**config.mk**
```make
export PLATFORM = sky130hd
export DESIGN_NAME = yuyv_to_rgb888_stream_core
export DESIGN_NICKNAME = d
export VERILOG_FILES = /design/src/sv/y2r_pkg.sv /design/src/sv/yuyv_to_rgb888_stream_core.sv /design/src/sv/y2r_front.sv /design/src/sv/y2r_queue.sv /design/src/sv/y2r_back.sv
export SDC_FILE = /design/constraint.sdc
export NUM_CORES = 1
export LEC_CHECK = 0
export BUFFER_PORTS_ARGS = -buffer_cell sky130_fd_sc_hd__buf_2
export CAP_MARGIN = 40
export CORE_ASPECT_RATIO = 0.9
export CORE_MARGIN = 2
export CORE_UTILIZATION = 60
export DETAILED_ROUTE_END_ITERATION = 10
export GPL_ROUTABILITY_DRIVEN = 0
export PLACE_DENSITY = 0.88
export SLEW_MARGIN = 20
export SYNTH_ARGS = -nofsm -noshare
export SYNTH_HDL_FRONTEND = slang
export SYNTH_SLANG_ARGS = --single-unit
```
**constraint.sdc**
```tcl
create_clock -name clk -period 19.1 [get_ports clk]
set_clock_uncertainty 0.05 [all_clocks]
set_input_delay 0.955 -clock clk [delete_from_list [all_inputs] [get_ports clk]]
set_output_delay 0.955 -clock clk [all_outputs]
set_load 0.005 [all_outputs]
```
**src/sv/y2r_pkg.sv**
```systemverilog
// ----------------------------------------------------------------------------
// y2r_pkg: shared types and codes for the YUYV to RGB888 stream converter
// Holds the byte phase codes and the pair record passed from the front end
// through the queue to the colour back end.
// ----------------------------------------------------------------------------
package y2r_pkg;

    // Byte phase within one Y0 U Y1 V group (one-hot)
    typedef enum logic [3:0] {
        PH_Y0 = 4'b0001,
        PH_U  = 4'b0010,
        PH_Y1 = 4'b0100,
        PH_V  = 4'b1000
    } phase_t;

    // Configuration register indexes
    localparam logic REG_PPL = 1'b0;
    localparam logic REG_LPF = 1'b1;

    // Register widths and reset values
    localparam int unsigned CFG_W     = 12;
    localparam int unsigned CNT_W     = 11;
    localparam logic [CFG_W-1:0] PPL_RESET = 12'd320;
    localparam logic [CFG_W-1:0] LPF_RESET = 12'd480;
    localparam logic [CNT_W-1:0] CNT_MAX   = 11'd2047;

    // One complete pixel pair, ready for colour conversion
    typedef struct packed {
        logic [7:0]       y_first;
        logic [7:0]       u;
        logic [7:0]       y_second;
        logic [7:0]       v;
        logic [CNT_W-1:0] column;
        logic [CNT_W-1:0] line;
        logic             frame_end;
    } pair_t;

endpackage

```
**src/sv/yuyv_to_rgb888_stream_core.sv**
```systemverilog
// ----------------------------------------------------------------------------
// yuyv_to_rgb888_stream_core: YUYV 4:2:2 byte stream to RGB888 pixel pairs
// Front end sequences Y0 U Y1 V bytes and tracks frame position, a short
// queue decouples it from the two-stage full-range BT.601 colour back end.
//
// Channel  Direction  Handshake           Payload
// in       sink       in_valid/in_stall   action, data_byte
// out      source     out_valid/out_stall RGB of both pixels, pair_column,
//                                         line_number, frame_end
// cfg      sink       cfg_we              cfg_index, cfg_data
//
// One byte is taken per cycle while in_stall is low; a pair passes through the
// queue write, the product stage and the output register after its V byte.
// in_stall rises only when the pair queue is full, so a stalled output backs
// up through the queue before the byte side is held.
// Reset clears phase, held bytes, counters, queue and pipeline valids and
// loads the line and frame limits with 320 and 480.
// ----------------------------------------------------------------------------
module yuyv_to_rgb888_stream_core #(
    parameter int unsigned COEF_FRAC_BITS = 16,
    parameter int unsigned QUEUE_DEPTH    = 4
) (
    input  logic        clk,
    input  logic        rst_n,
    // configuration
    input  logic        cfg_we,
    input  logic        cfg_index,
    input  logic [11:0] cfg_data,
    // byte input
    input  logic        in_valid,
    output logic        in_stall,
    input  logic        action,
    input  logic [7:0]  data_byte,
    // pair output
    output logic        out_valid,
    input  logic        out_stall,
    output logic [7:0]  red_first,
    output logic [7:0]  green_first,
    output logic [7:0]  blue_first,
    output logic [7:0]  red_second,
    output logic [7:0]  green_second,
    output logic [7:0]  blue_second,
    output logic [10:0] pair_column,
    output logic [10:0] line_number,
    output logic        frame_end
);

    logic           in_take;
    logic           push;
    y2r_pkg::pair_t push_pair;
    logic           q_full;
    logic           q_not_empty;
    logic           q_pop;
    y2r_pkg::pair_t q_head;

    // Input transfer
    assign in_stall = q_full;
    assign in_take  = in_valid && !in_stall;

    y2r_front u_front (
        .clk       (clk),
        .rst_n     (rst_n),
        .cfg_we    (cfg_we),
        .cfg_index (cfg_index),
        .cfg_data  (cfg_data),
        .in_take   (in_take),
        .action    (action),
        .data_byte (data_byte),
        .push      (push),
        .push_pair (push_pair)
    );

    y2r_queue #(
        .DEPTH (QUEUE_DEPTH)
    ) u_queue (
        .clk       (clk),
        .rst_n     (rst_n),
        .push      (push),
        .push_pair (push_pair),
        .pop       (q_pop),
        .full      (q_full),
        .not_empty (q_not_empty),
        .head      (q_head)
    );

    y2r_back #(
        .COEF_FRAC_BITS (COEF_FRAC_BITS)
    ) u_back (
        .clk          (clk),
        .rst_n        (rst_n),
        .q_not_empty  (q_not_empty),
        .q_head       (q_head),
        .q_pop        (q_pop),
        .out_valid    (out_valid),
        .out_stall    (out_stall),
        .red_first    (red_first),
        .green_first  (green_first),
        .blue_first   (blue_first),
        .red_second   (red_second),
        .green_second (green_second),
        .blue_second  (blue_second),
        .pair_column  (pair_column),
        .line_number  (line_number),
        .frame_end    (frame_end)
    );

endmodule

```
**src/sv/y2r_front.sv**
```systemverilog
// ----------------------------------------------------------------------------
// y2r_front: byte sequencer and frame position counters
// Takes one byte per transfer, holds Y0, U and Y1, and on the V byte builds a
// pair record with its column, line and end-of-frame flag.
// ----------------------------------------------------------------------------
module y2r_front (
    input  logic                      clk,
    input  logic                      rst_n,
    // configuration
    input  logic                      cfg_we,
    input  logic                      cfg_index,
    input  logic [y2r_pkg::CFG_W-1:0] cfg_data,
    // accepted input transfer
    input  logic                      in_take,
    input  logic                      action,
    input  logic [7:0]                data_byte,
    // pair towards the queue
    output logic                      push,
    output y2r_pkg::pair_t            push_pair
);

    y2r_pkg::phase_t              phase_reg, phase_next;
    logic [7:0]                   y_first_reg, y_first_next;
    logic [7:0]                   u_reg, u_next;
    logic [7:0]                   y_second_reg, y_second_next;
    logic [y2r_pkg::CNT_W-1:0]    col_reg, col_next;
    logic [y2r_pkg::CNT_W-1:0]    line_reg, line_next;
    logic [y2r_pkg::CFG_W-1:0]    ppl_reg, lpf_reg;
    logic                         last_col, last_line;

    // Configuration registers
    always_ff @(posedge clk or negedge rst_n)
    begin
        if (!rst_n)
        begin
            ppl_reg <= y2r_pkg::PPL_RESET;
            lpf_reg <= y2r_pkg::LPF_RESET;
        end
        else if (cfg_we)
        begin
            unique case (cfg_index)
                y2r_pkg::REG_PPL: ppl_reg <= cfg_data;
                y2r_pkg::REG_LPF: lpf_reg <= cfg_data;
                default:          ppl_reg <= ppl_reg;
            endcase
        end
    end

    // End of line / frame; zero limits act as one, counter wraps after 2047
    assign last_col  = (({1'b0, col_reg} + 12'd1) >= ppl_reg)
                       || (col_reg == y2r_pkg::CNT_MAX);
    assign last_line = (({1'b0, line_reg} + 12'd1) >= lpf_reg)
                       || (line_reg == y2r_pkg::CNT_MAX);

    // Pair record, valid on the V byte
    assign push = in_take && !action && (phase_reg == y2r_pkg::PH_V);
    always_comb
    begin
        push_pair.y_first   = y_first_reg;
        push_pair.u         = u_reg;
        push_pair.y_second  = y_second_reg;
        push_pair.v         = data_byte;
        push_pair.column    = col_reg;
        push_pair.line      = line_reg;
        push_pair.frame_end = last_col && last_line;
    end

    // Phase, held bytes and counters
    always_comb
    begin
        phase_next    = phase_reg;
        y_first_next  = y_first_reg;
        u_next        = u_reg;
        y_second_next = y_second_reg;
        col_next      = col_reg;
        line_next     = line_reg;
        if (in_take)
        begin
            if (action)
            begin
                phase_next    = y2r_pkg::PH_Y0;
                y_first_next  = 8'd0;
                u_next        = 8'd0;
                y_second_next = 8'd0;
                col_next      = '0;
                line_next     = '0;
            end
            else
            begin
                unique case (phase_reg)
                    y2r_pkg::PH_Y0:
                    begin
                        y_first_next = data_byte;
                        phase_next   = y2r_pkg::PH_U;
                    end
                    y2r_pkg::PH_U:
                    begin
                        u_next     = data_byte;
                        phase_next = y2r_pkg::PH_Y1;
                    end
                    y2r_pkg::PH_Y1:
                    begin
                        y_second_next = data_byte;
                        phase_next    = y2r_pkg::PH_V;
                    end
                    y2r_pkg::PH_V:
                    begin
                        phase_next = y2r_pkg::PH_Y0;
                        if (last_col)
                        begin
                            col_next  = '0;
                            line_next = last_line ? '0 : line_reg + 11'd1;
                        end
                        else
                        begin
                            col_next = col_reg + 11'd1;
                        end
                    end
                    default:
                    begin
                        phase_next = y2r_pkg::PH_Y0;
                    end
                endcase
            end
        end
    end

    always_ff @(posedge clk or negedge rst_n)
    begin
        if (!rst_n)
        begin
            phase_reg    <= y2r_pkg::PH_Y0;
            y_first_reg  <= 8'd0;
            u_reg        <= 8'd0;
            y_second_reg <= 8'd0;
            col_reg      <= '0;
            line_reg     <= '0;
        end
        else
        begin
            phase_reg    <= phase_next;
            y_first_reg  <= y_first_next;
            u_reg        <= u_next;
            y_second_reg <= y_second_next;
            col_reg      <= col_next;
            line_reg     <= line_next;
        end
    end

    // Restart clears position and phase
    a_restart_clears: assert property (@(posedge clk) disable iff (!rst_n)
        (in_take && action) |=>
            (phase_reg == y2r_pkg::PH_Y0) && (col_reg == '0) && (line_reg == '0))
        else $error("restart did not clear phase and counters");

    // Frame end wraps both counters back to zero
    a_frame_end_pos: assert property (@(posedge clk) disable iff (!rst_n)
        (push && push_pair.frame_end) |=> (col_reg == '0) && (line_reg == '0))
        else $error("counters not wrapped after end of frame");

endmodule

```
**src/sv/y2r_queue.sv**
```systemverilog
// ----------------------------------------------------------------------------
// y2r_queue: short pair queue between front end and back end
// Register-based circular buffer; the front end stalls on full.
// ----------------------------------------------------------------------------
module y2r_queue #(
    parameter int unsigned DEPTH = 4
) (
    input  logic           clk,
    input  logic           rst_n,
    input  logic           push,
    input  y2r_pkg::pair_t push_pair,
    input  logic           pop,
    output logic           full,
    output logic           not_empty,
    output y2r_pkg::pair_t head
);

    localparam int unsigned PTR_W = (DEPTH > 1) ? $clog2(DEPTH) : 1;
    localparam int unsigned CNT_W = $clog2(DEPTH + 1);
    localparam logic [PTR_W-1:0] LAST_PTR = PTR_W'(DEPTH - 1);
    localparam logic [CNT_W-1:0] FULL_CNT = CNT_W'(DEPTH);

    y2r_pkg::pair_t      slot_reg [DEPTH];
    logic [PTR_W-1:0]    wr_ptr_reg, wr_ptr_next;
    logic [PTR_W-1:0]    rd_ptr_reg, rd_ptr_next;
    logic [CNT_W-1:0]    count_reg, count_next;

    assign full      = (count_reg == FULL_CNT);
    assign not_empty = (count_reg != '0);
    assign head      = slot_reg[rd_ptr_reg];

    // Pointer and fill bookkeeping
    always_comb
    begin
        wr_ptr_next = wr_ptr_reg;
        rd_ptr_next = rd_ptr_reg;
        count_next  = count_reg;
        if (push)
        begin
            wr_ptr_next = (wr_ptr_reg == LAST_PTR) ? '0 : wr_ptr_reg + 1'b1;
        end
        if (pop)
        begin
            rd_ptr_next = (rd_ptr_reg == LAST_PTR) ? '0 : rd_ptr_reg + 1'b1;
        end
        if (push && !pop)
        begin
            count_next = count_reg + 1'b1;
        end
        else if (pop && !push)
        begin
            count_next = count_reg - 1'b1;
        end
    end

    always_ff @(posedge clk or negedge rst_n)
    begin
        if (!rst_n)
        begin
            wr_ptr_reg <= '0;
            rd_ptr_reg <= '0;
            count_reg  <= '0;
        end
        else
        begin
            wr_ptr_reg <= wr_ptr_next;
            rd_ptr_reg <= rd_ptr_next;
            count_reg  <= count_next;
        end
    end

    // Storage
    always_ff @(posedge clk)
    begin
        if (push)
        begin
            slot_reg[wr_ptr_reg] <= push_pair;
        end
    end

    a_no_overflow: assert property (@(posedge clk) disable iff (!rst_n)
        !(push && full))
        else $error("push into full queue");

    a_no_underflow: assert property (@(posedge clk) disable iff (!rst_n)
        !(pop && !not_empty))
        else $error("pop from empty queue");

endmodule

```
**src/sv/y2r_back.sv**
```systemverilog
// ----------------------------------------------------------------------------
// y2r_back: BT.601 full-range colour conversion, two pipeline stages
// Stage one forms the four chroma products; stage two adds luma, floors,
// clips and holds the result in the output register.
// ----------------------------------------------------------------------------
module y2r_back #(
    parameter int unsigned COEF_FRAC_BITS = 16
) (
    input  logic           clk,
    input  logic           rst_n,
    input  logic           q_not_empty,
    input  y2r_pkg::pair_t q_head,
    output logic           q_pop,
    output logic           out_valid,
    input  logic           out_stall,
    output logic [7:0]     red_first,
    output logic [7:0]     green_first,
    output logic [7:0]     blue_first,
    output logic [7:0]     red_second,
    output logic [7:0]     green_second,
    output logic [7:0]     blue_second,
    output logic [10:0]    pair_column,
    output logic [10:0]    line_number,
    output logic           frame_end
);

    localparam int unsigned F  = COEF_FRAC_BITS;
    localparam int unsigned CW = F + 2;    // signed coefficient width
    localparam int unsigned PW = CW + 9;   // product width
    localparam int unsigned SW = PW + 2;   // sum width

    // round(c * 2^F) for c = 1.402, 0.344136, 0.714136, 1.772
    localparam longint unsigned KR_L  = ((64'd1402000 << F) + 64'd500000) / 64'd1000000;
    localparam longint unsigned KGU_L = ((64'd344136 << F) + 64'd500000) / 64'd1000000;
    localparam longint unsigned KGV_L = ((64'd714136 << F) + 64'd500000) / 64'd1000000;
    localparam longint unsigned KB_L  = ((64'd1772000 << F) + 64'd500000) / 64'd1000000;
    localparam logic signed [CW-1:0] KR  = CW'(KR_L);
    localparam logic signed [CW-1:0] KGU = CW'(KGU_L);
    localparam logic signed [CW-1:0] KGV = CW'(KGV_L);
    localparam logic signed [CW-1:0] KB  = CW'(KB_L);

    // Floor the fixed-point sum to an integer and clip to 0..255
    function automatic logic [7:0] floor_clip(input logic signed [SW-1:0] s);
        logic signed [SW-1:0] t;
        t = s >>> F;
        if (t[SW-1])
            return 8'd0;
        else if (|t[SW-2:8])
            return 8'd255;
        else
            return t[7:0];
    endfunction

    // Sign-extend a product to the sum width
    function automatic logic signed [SW-1:0] ext(input logic signed [PW-1:0] p);
        return {{(SW-PW){p[PW-1]}}, p};
    endfunction

    // Luma scaled to the sum width
    function automatic logic signed [SW-1:0] luma(input logic [7:0] y);
        return {{(SW-8-F){1'b0}}, y, {F{1'b0}}};
    endfunction

    logic                     s1_valid_reg;
    logic signed [PW-1:0]     pr_reg, pgu_reg, pgv_reg, pb_reg;
    logic [7:0]               y_first_reg, y_second_reg;
    logic [10:0]              s1_col_reg, s1_line_reg;
    logic                     s1_end_reg;
    logic                     out_valid_reg;
    logic                     out_adv, s1_adv;
    logic signed [8:0]        du, dv;
    logic [7:0]               r0_next, g0_next, b0_next, r1_next, g1_next, b1_next;
    logic [7:0]               r0_reg, g0_reg, b0_reg, r1_reg, g1_reg, b1_reg;
    logic [10:0]              col_reg, line_reg;
    logic                     end_reg;

    // Stage handshakes
    assign out_adv = !out_valid_reg || !out_stall;
    assign s1_adv  = !s1_valid_reg || out_adv;
    assign q_pop   = q_not_empty && s1_adv;

    // Stage one: chroma offsets and products
    assign du = $signed({1'b0, q_head.u}) - 9'sd128;
    assign dv = $signed({1'b0, q_head.v}) - 9'sd128;

    always_ff @(posedge clk or negedge rst_n)
    begin
        if (!rst_n)
        begin
            s1_valid_reg <= 1'b0;
        end
        else if (s1_adv)
        begin
            s1_valid_reg <= q_not_empty;
        end
    end

    always_ff @(posedge clk)
    begin
        if (q_pop)
        begin
            pr_reg       <= KR * dv;
            pgu_reg      <= KGU * du;
            pgv_reg      <= KGV * dv;
            pb_reg       <= KB * du;
            y_first_reg  <= q_head.y_first;
            y_second_reg <= q_head.y_second;
            s1_col_reg   <= q_head.column;
            s1_line_reg  <= q_head.line;
            s1_end_reg   <= q_head.frame_end;
        end
    end

    // Stage two: add luma, floor and clip
    always_comb
    begin
        r0_next = floor_clip(luma(y_first_reg) + ext(pr_reg));
        g0_next = floor_clip(luma(y_first_reg) - ext(pgu_reg) - ext(pgv_reg));
        b0_next = floor_clip(luma(y_first_reg) + ext(pb_reg));
        r1_next = floor_clip(luma(y_second_reg) + ext(pr_reg));
        g1_next = floor_clip(luma(y_second_reg) - ext(pgu_reg) - ext(pgv_reg));
        b1_next = floor_clip(luma(y_second_reg) + ext(pb_reg));
    end

    always_ff @(posedge clk or negedge rst_n)
    begin
        if (!rst_n)
        begin
            out_valid_reg <= 1'b0;
        end
        else if (out_adv)
        begin
            out_valid_reg <= s1_valid_reg;
        end
    end

    always_ff @(posedge clk)
    begin
        if (out_adv && s1_valid_reg)
        begin
            r0_reg   <= r0_next;
            g0_reg   <= g0_next;
            b0_reg   <= b0_next;
            r1_reg   <= r1_next;
            g1_reg   <= g1_next;
            b1_reg   <= b1_next;
            col_reg  <= s1_col_reg;
            line_reg <= s1_line_reg;
            end_reg  <= s1_end_reg;
        end
    end

    assign out_valid    = out_valid_reg;
    assign red_first    = r0_reg;
    assign green_first  = g0_reg;
    assign blue_first   = b0_reg;
    assign red_second   = r1_reg;
    assign green_second = g1_reg;
    assign blue_second  = b1_reg;
    assign pair_column  = col_reg;
    assign line_number  = line_reg;
    assign frame_end    = end_reg;

    // A held stage-one pair is not lost while the output is stalled
    a_s1_held: assert property (@(posedge clk) disable iff (!rst_n)
        (s1_valid_reg && !out_adv) |=> s1_valid_reg)
        else $error("stage one dropped a pair under stall");

    // Nothing is popped while stage one cannot move
    a_pop_only_free: assert property (@(posedge clk) disable iff (!rst_n)
        q_pop |-> s1_adv)
        else $error("pop while stage one blocked");

endmodule

```
==> out/results.tsv, run 1 <==
stage	metric	value	unit
detailed_routing	routed_wl	61600	um
worst_setup_path	critical_path_class	reg -> reg	
synthesis	synth_compound_area_frac	0.0858	
synthesis	synthFlopType	edfxtp_1	
timing	finalSetupTns	0	ns
synthesis	synth-xor-area-share	0.0338	
synthesis	synth_cell_type_count	71	
clock_network	cts_buffers	49	
grt	antenna_found_initial	4	
worst_setup_path	reg2reg_slack	11.43	ns
worst_setup_path	cp_num_cells	21	
clock_network	hold_buffers	0	
synthesis	synth-edff-count	402	
synthesis	syn_area_per_cell	13.6	um2
grt	first_global_vias	18600	
worst_setup_path	path_delay_family	compound AO/OA/AOI/OAI gates	
timing	rsz0062_at_grt	false	
detailed_routing	firstDrtPassIters	6	
clock_network	clock-sinks	485	
final_layout	syn_to_final_growth	10.8	%
floorplan	io_pins	100	
clock_network	cts_tree	yes	
clock_network	clk_path_buf_depth	3	
clock_network	clkTransAtPathRegs	0.07	ns
floorplan	dieArea	49700	um2
worst_setup_path	cp-start-kind	flop	
timing	fmax	0.130	GHz
worst_setup_path	cp-end-kind	flop	
synthesis	syn_nets	2632	
worst_setup_path	crit_required	19.37	ns
detailed_routing	post_drt_via_cell_ratio	6.05	
placed_design	io_buffer_count	99	
worst_setup_path	critPathCapture	u_back.pr_reg[26]	
grt	overflow	0	
floorplan	die_w	235	um
detailed_routing	route.detailed.drc	0	
grt	grtUsageTotal	0.255	
worst_setup_path	crit_path_cell_trace	buf_4 -> mux4_2 -> inv_1 -> ha_1 -> xor2_1 -> ha_1 -> or2_2 -> fa_1 -> inv_1 -> fa_1 -> inv_1 -> ha_1 -> a21o_1 -> a211o_1 -> a211oi_1 -> o211a_1 -> nor3_1 -> o31a_1 -> a21oi_1 -> o21bai_1 -> xnor2_1	
final_layout	layout-drive-gt1-share	0.129	
synthesis	synthArstFlopShare	0.171	
worst_setup_path	r2r-end	u_back.pr_reg[26]	
synthesis	synth_area_leaders	edfxtp_1, ha_1, fa_1	
synthesis	yosys.area_share.simple	0.0529	
clock_network	post_cts_buffers	0	
worst_setup_path	cp.arrival	7.94	ns
synthesis	synth_top_cell_by_area	edfxtp_1	
grt	grt_max_degree	66	
worst_setup_path	critPathMaxStageDelay	0.80	ns
worst_setup_path	r2r-start	u_queue.rd_ptr_reg[0]	
synthesis	synth_top_family_by_area	adder cells	
timing	layout_min_cycle_time	7.67	ns
timing	finalSetupViolCount	0	
synthesis	synthAdderAreaFrac	0.247	
final_layout	largest_reg_flops	220	
synthesis	yosysWarnings	0	
job	drv_cap	0	
worst_setup_path	critPathBufInv	4	
detailed_routing	vias	17600	
detailed_routing	drtIter0Drc	1264	
timing	maxSlewHeadroom	0.432	
timing	hold_violations	0	
timing	finalHoldWorstSlack	0.117	ns
worst_setup_path	cp-startpoint	u_queue.rd_ptr_reg[0]	
clock_network	post_cts_resized	0	
detailed_routing	postRouteAntennaNets	0	
worst_setup_path	crit_slowest_cell	mux4_2	
timing	fin_crit_sh	0.401	
final_layout	fill_cells	3137	
synthesis	synth_top_area_share	0.420	
floorplan	rows	76	
floorplan	die-height	212	um
worst_hold_path	hold_class	in -> async	
outcome	outcome	complete, no violations	
final_layout	nets	2773	
grt	grt_pass1_wl	99300	um
worst_setup_path	crit_path_max_fanout	32	
synthesis	seq_area_frac_synth	0.492	
final_layout	antenna_cells	0	
timing	tightest_slew	0.847	ns
synthesis	netlist_area	28800	um2
worst_setup_path	reg2reg_depth	21	
synthesis	ys_ff_latch	485	
synthesis	synthMuxAreaShare	0.0508	
detailed_routing	wire_per_inst	21.1	um
floorplan	coreArea	47500	um2
synthesis	syn-instance-count	2110	
timing	maxSlewViolCount	0	
clock_network	clk_root_buffer_cell	clkbuf_16	
clock_network	clock_latency	0.59	ns
floorplan	start_util	0.605	
placed_design	hpwl	43500	um
clock_network	cts_max_level	2	
-- cells in the final DEF, fill, tap and decap left out, types with 69 or more instances in the layout --
cell,Yosys,routed
ha_1,375,375
edfxtp_1,402,402
nor2_1,82,82
fa_1,120,120
buf_2,1,98
a21o_1,74,74
dfrtp_1,76,74
inv_1,262,262
o21ai_0,69,69
xnor2_1,69,69
-- cell type report --
class | instances | area, um2 | share of cell area
clock inverters | 24 | 246 | 0.00774
clock buffers | 67 | 1370 | 0.0431
well taps | 624 | 781 | 0.0245
multi-input cells | 1337 | 13600 | 0.425
inverters | 262 | 983 | 0.0309
flip-flops and latches | 485 | 14200 | 0.445
repair buffers | 116 | 758 | 0.0238
-- worst min-delay path by stage --
stage,cells past startpoint,startpoint,to,slack (ns)
detailed placement,0,u_back.s1_line_reg[3],u_back.line_number[3],0.35
global placement,0,u_back.s1_col_reg[6],u_back.pair_column[6],0.35
finish,1,rst_n,u_back.s1_valid_reg,0.12
CTS,1,rst_n,u_queue.count_reg[1],0.09
global route,1,rst_n,u_back.s1_valid_reg,0.1
floorplan,0,u_back.s1_end_reg,u_back.frame_end,0.35
-- per-layer routing --
metal	vias to the layer above	routed length (um)	global-route usage
met3	169	3820	0.0416
met5	-	32	0
met4	4	2040	0.0914
li1	7964	-	-
met1	8769	24000	0.313
met2	722	31700	0.457
-- metrics by stage --
stage          worst slack [ns]  cell area, um2  instances  utilization
5_1_grt                   10.97           31900       2915        0.670
3_3_place_gp              11.62           30000       2816        0.632
6_report                  11.43           31900       2915        0.670
4_1_cts                   11.36           31700       2911        0.668
2_1_floorplan             10.95           28800       2110            -
3_5_place_dp              11.40           30100       2820        0.634
-- logic make-up (layout without fill, tap and decap cells) --
kind of cell,after synthesis,after routing
AOI/OAI and AO/OA,352,352
xor gates and xnor gates,110,110
adders and majority gates,495,495
buffers and inverters,288,469
DFF,485,485
muxes,75,75
and+or+nand+nor,305,305
-- cell usage after synthesis, types with 23 or more instances --
master and instances:
ha_1 375, nand3_1 23, xnor2_1 69, a21oi_1 53
o21ai_0 69, edfxtp_1 402, o21a_1 44, dfrtp_1 76
nor3_1 23, a21o_1 74, fa_1 120, nor2_1 82
a22o_1 27, mux4_2 55, xor2_1 40, nor2b_1 23
nand2_1 62, inv_1 262
Power of run 1 is not shown: default switching activity piles up to over one toggle a cycle in this logic, so the estimate is an artifact.
==> run 2, diff against run 1 <==
--- a/config.mk
+++ b/config.mk
@@ -5,14 +5,15 @@
 export SDC_FILE = /design/constraint.sdc
 export NUM_CORES = 1
 export LEC_CHECK = 0
+export ABC_AREA = 1
 export BUFFER_PORTS_ARGS = -buffer_cell sky130_fd_sc_hd__buf_2
 export CAP_MARGIN = 40
 export CORE_ASPECT_RATIO = 0.9
 export CORE_MARGIN = 2
-export CORE_UTILIZATION = 60
+export CORE_UTILIZATION = 58
 export DETAILED_ROUTE_END_ITERATION = 10
 export GPL_ROUTABILITY_DRIVEN = 0
-export PLACE_DENSITY = 0.88
+export PLACE_DENSITY = 0.89
 export SLEW_MARGIN = 20
 export SYNTH_ARGS = -nofsm -noshare
 export SYNTH_HDL_FRONTEND = slang
==> constraint.sdc (replaced) <==
create_clock -name clk -period 6.55 [get_ports clk]
set_clock_uncertainty 0.05 [all_clocks]
set_input_delay 0.3275 -clock clk [delete_from_list [all_inputs] [get_ports clk]]
set_output_delay 0.3275 -clock clk [all_outputs]
set_load 0.005 [all_outputs]
==> run 2 against run 1 <==
Against the previous run:
- critical path depth is 2 lower
- area after synthesis is 9.4% higher
- via count is 37% higher
- routed wire length is 30% higher
- largest cell class is now multi-input gates
==> out/results.tsv, run 2 <==
stage	metric	value	unit
worst_setup_path	crit_top_cell	inv_1	
grt	overflow	0	
synthesis	synth_top_area_share	0.384	
synthesis	yosysWarnings	0	
detailed_routing	postRouteAntennaNets	0	
floorplan	die-height	225	um
synthesis	netlist_area	31400	um2
final_layout	final_common_cell	inv_1	
worst_setup_path	critPathBufInv	6	
worst_setup_path	crit_required	6.84	ns
outcome	outcome	complete, no violations	
worst_setup_path	cp.arrival	6.21	ns
clock_network	clock_latency	0.63	ns
clock_network	cts_max_level	2	
placed_design	hpwl	57100	um
clock_network	hold_buffers	22	
floorplan	rows	80	
placed_design	io_buffer_count	99	
synthesis	syn-instance-count	3169	
grt	grtUsageTotal	0.284	
clock_network	clk_root_buffer_cell	clkbuf_16	
final_layout	layout-drive-gt1-share	0.0792	
clock_network	cts_tree	yes	
synthesis	syn_nets	3691	
timing	fmax	0.169	GHz
synthesis	yosysMostFrequentCell	inv_1	
floorplan	coreArea	53300	um2
worst_setup_path	crit_path_max_fanout	24	
synthesis	synth_top_cell_by_area	edfxtp_1	
timing	layout_min_cycle_time	5.93	ns
synthesis	synth_area_leaders	edfxtp_1, ha_1, fa_1	
final_layout	syn_to_final_growth	11.1	%
worst_setup_path	cp-startpoint	u_queue.rd_ptr_reg[0]	
clock_network	post_cts_buffers	0	
timing	rsz0062_at_grt	false	
final_layout	seq_area	14200	um2
detailed_routing	wire_per_inst	19.7	um
final_layout	largest_reg_flops	220	
floorplan	io_pins	100	
timing	fin_crit_sh	0.905	
synthesis	ys_ff_latch	485	
grt	antenna_found_initial	2	
timing	maxSlewHeadroom	0.462	
clock_network	clk_path_buf_depth	3	
synthesis	synthArstFlopShare	0.171	
worst_setup_path	reg2reg_depth	19	
synthesis	synth_commonest_cells	inv_1, nand2_1, edfxtp_1	
timing	tightest_slew	0.805	ns
final_layout	multi_input_area	15200	um2
worst_setup_path	crit_slowest_cell	fa_1	
grt	grt_max_degree	114	
synthesis	synth_cell_type_count	52	
worst_setup_path	cp_num_cells	19	
timing	finalSetupTns	0	ns
worst_setup_path	critical_path_class	reg -> reg	
floorplan	die_w	249	um
clock_network	clock-sinks	485	
worst_setup_path	reg2reg_slack	0.62	ns
clock_network	post_cts_resized	0	
clock_network	clkTransAtPathRegs	0.07	ns
worst_setup_path	r2r-start	u_queue.rd_ptr_reg[0]	
final_layout	mostFrequentLayoutCells	inv_1, nand2_1, edfxtp_1, ha_1, nor2_1	
detailed_routing	vias	24100	
worst_hold_path	hold_class	in -> async	
worst_setup_path	critPathMaxStageDelay	0.54	ns
grt	first_global_vias	24000	
floorplan	start_util	0.590	
final_layout	fill_cells	3666	
timing	hold_violations	0	
timing	maxSlewViolCount	0	
synthesis	seq_area_frac_synth	0.450	
synthesis	synth-edff-count	402	
worst_setup_path	path_delay_family	adder cells	
grt	grt_pass1_wl	125000	um
detailed_routing	route.detailed.drc	0	
worst_setup_path	cp-end-kind	flop	
worst_setup_path	critPathCapture	u_back.pr_reg[19]	
synthesis	synthFlopType	edfxtp_1	
worst_setup_path	r2r-end	u_back.pr_reg[19]	
clock_network	cts_buffers	49	
final_layout	nets	3853	
timing	finalHoldWorstSlack	0.0791	ns
job	drv_cap	0	
detailed_routing	drtIter0Drc	2850	
floorplan	dieArea	56100	um2
timing	finalSetupViolCount	0	
worst_setup_path	cp-start-kind	flop	
worst_setup_path	crit_path_cell_trace	inv_2 -> buf_4 -> nand2_1 -> nand3_1 -> nand2_1 -> inv_1 -> ha_1 -> inv_1 -> fa_1 -> inv_1 -> fa_1 -> ha_1 -> ha_1 -> a21oi_1 -> a21boi_0 -> nand3_1 -> inv_1 -> o21ai_0 -> xor2_1	
synthesis	syn_area_per_cell	9.92	um2
detailed_routing	post_drt_via_cell_ratio	5.92	
detailed_routing	routed_wl	80300	um
detailed_routing	firstDrtPassIters	8	
run 2: changes by cell type in the layout (fill, tap and decap cells not counted), sizes merged, moves of 99 or more:
cell | before | now
nand3 | 23 | 133
inv | 264 | 521
o21ai | 78 | 229
a21oi | 53 | 152
nor2 | 84 | 258
nand2 | 62 | 509
run 2: kinds of logic (layout without fill, tap and decap cells):
kind of cell | Yosys count | after routing | synth area share
AOI/OAI and AO/OA | 529 | 529 | 0.0946
xor gates and xnor gates | 106 | 106 | 0.0295
adders and majority gates | 495 | 495 | 0.226
DFF | 485 | 485 | 0.450
and+or+nand+nor | 990 | 990 | 0.132
buffers and inverters | 564 | 767 | 0.0683
other | 0 | 4 | 0
run 2: final cells by class:
class | count | share of cell area
repair buffers | 157 | 0.0319
clock inverters | 25 | 0.00767
flip-flops and latches | 485 | 0.406
inverters | 518 | 0.0558
multi-input cells | 2120 | 0.435
well taps | 697 | 0.0250
clock buffers | 67 | 0.0393
diodes | 4 | 0.000287
run 2: through the flow:
step | util | instance area (um2) | cells | setup WS (ns)
4_1_cts | 0.654 | 34800 | 4063 | 0.761
2_1_floorplan | - | 31400 | 3169 | 1.06
3_5_place_dp | 0.619 | 33000 | 3949 | 0.813
6_report | 0.656 | 34900 | 4073 | 0.625
5_1_grt | 0.656 | 34900 | 4071 | 0.346
3_3_place_gp | 0.617 | 32900 | 3946 | 0.916
run 2: worst min path at each step:
stage	slack [ns]	startpoint	end
5_1_grt	0.1	rst_n	u_front.line_reg[9]
3_3_place_gp	0.19	rst_n	u_front.line_reg[9]
6_report	0.08	rst_n	u_front.line_reg[8]
4_1_cts	0.07	rst_n	u_front.line_reg[9]
3_5_place_dp	0.19	rst_n	u_front.line_reg[9]
2_1_floorplan	-0.02	rst_n	u_back.out_valid
run 2: routing by layer:
metal	vias up	wire length [um]	global-route usage
met1	11300	30200	0.349
met5	-	0	0
li1	11100	-	-
met3	327	7080	0.0516
met2	1434	38400	0.480
met4	0	4670	0.157
Power of run 2 is left out for the same reason.
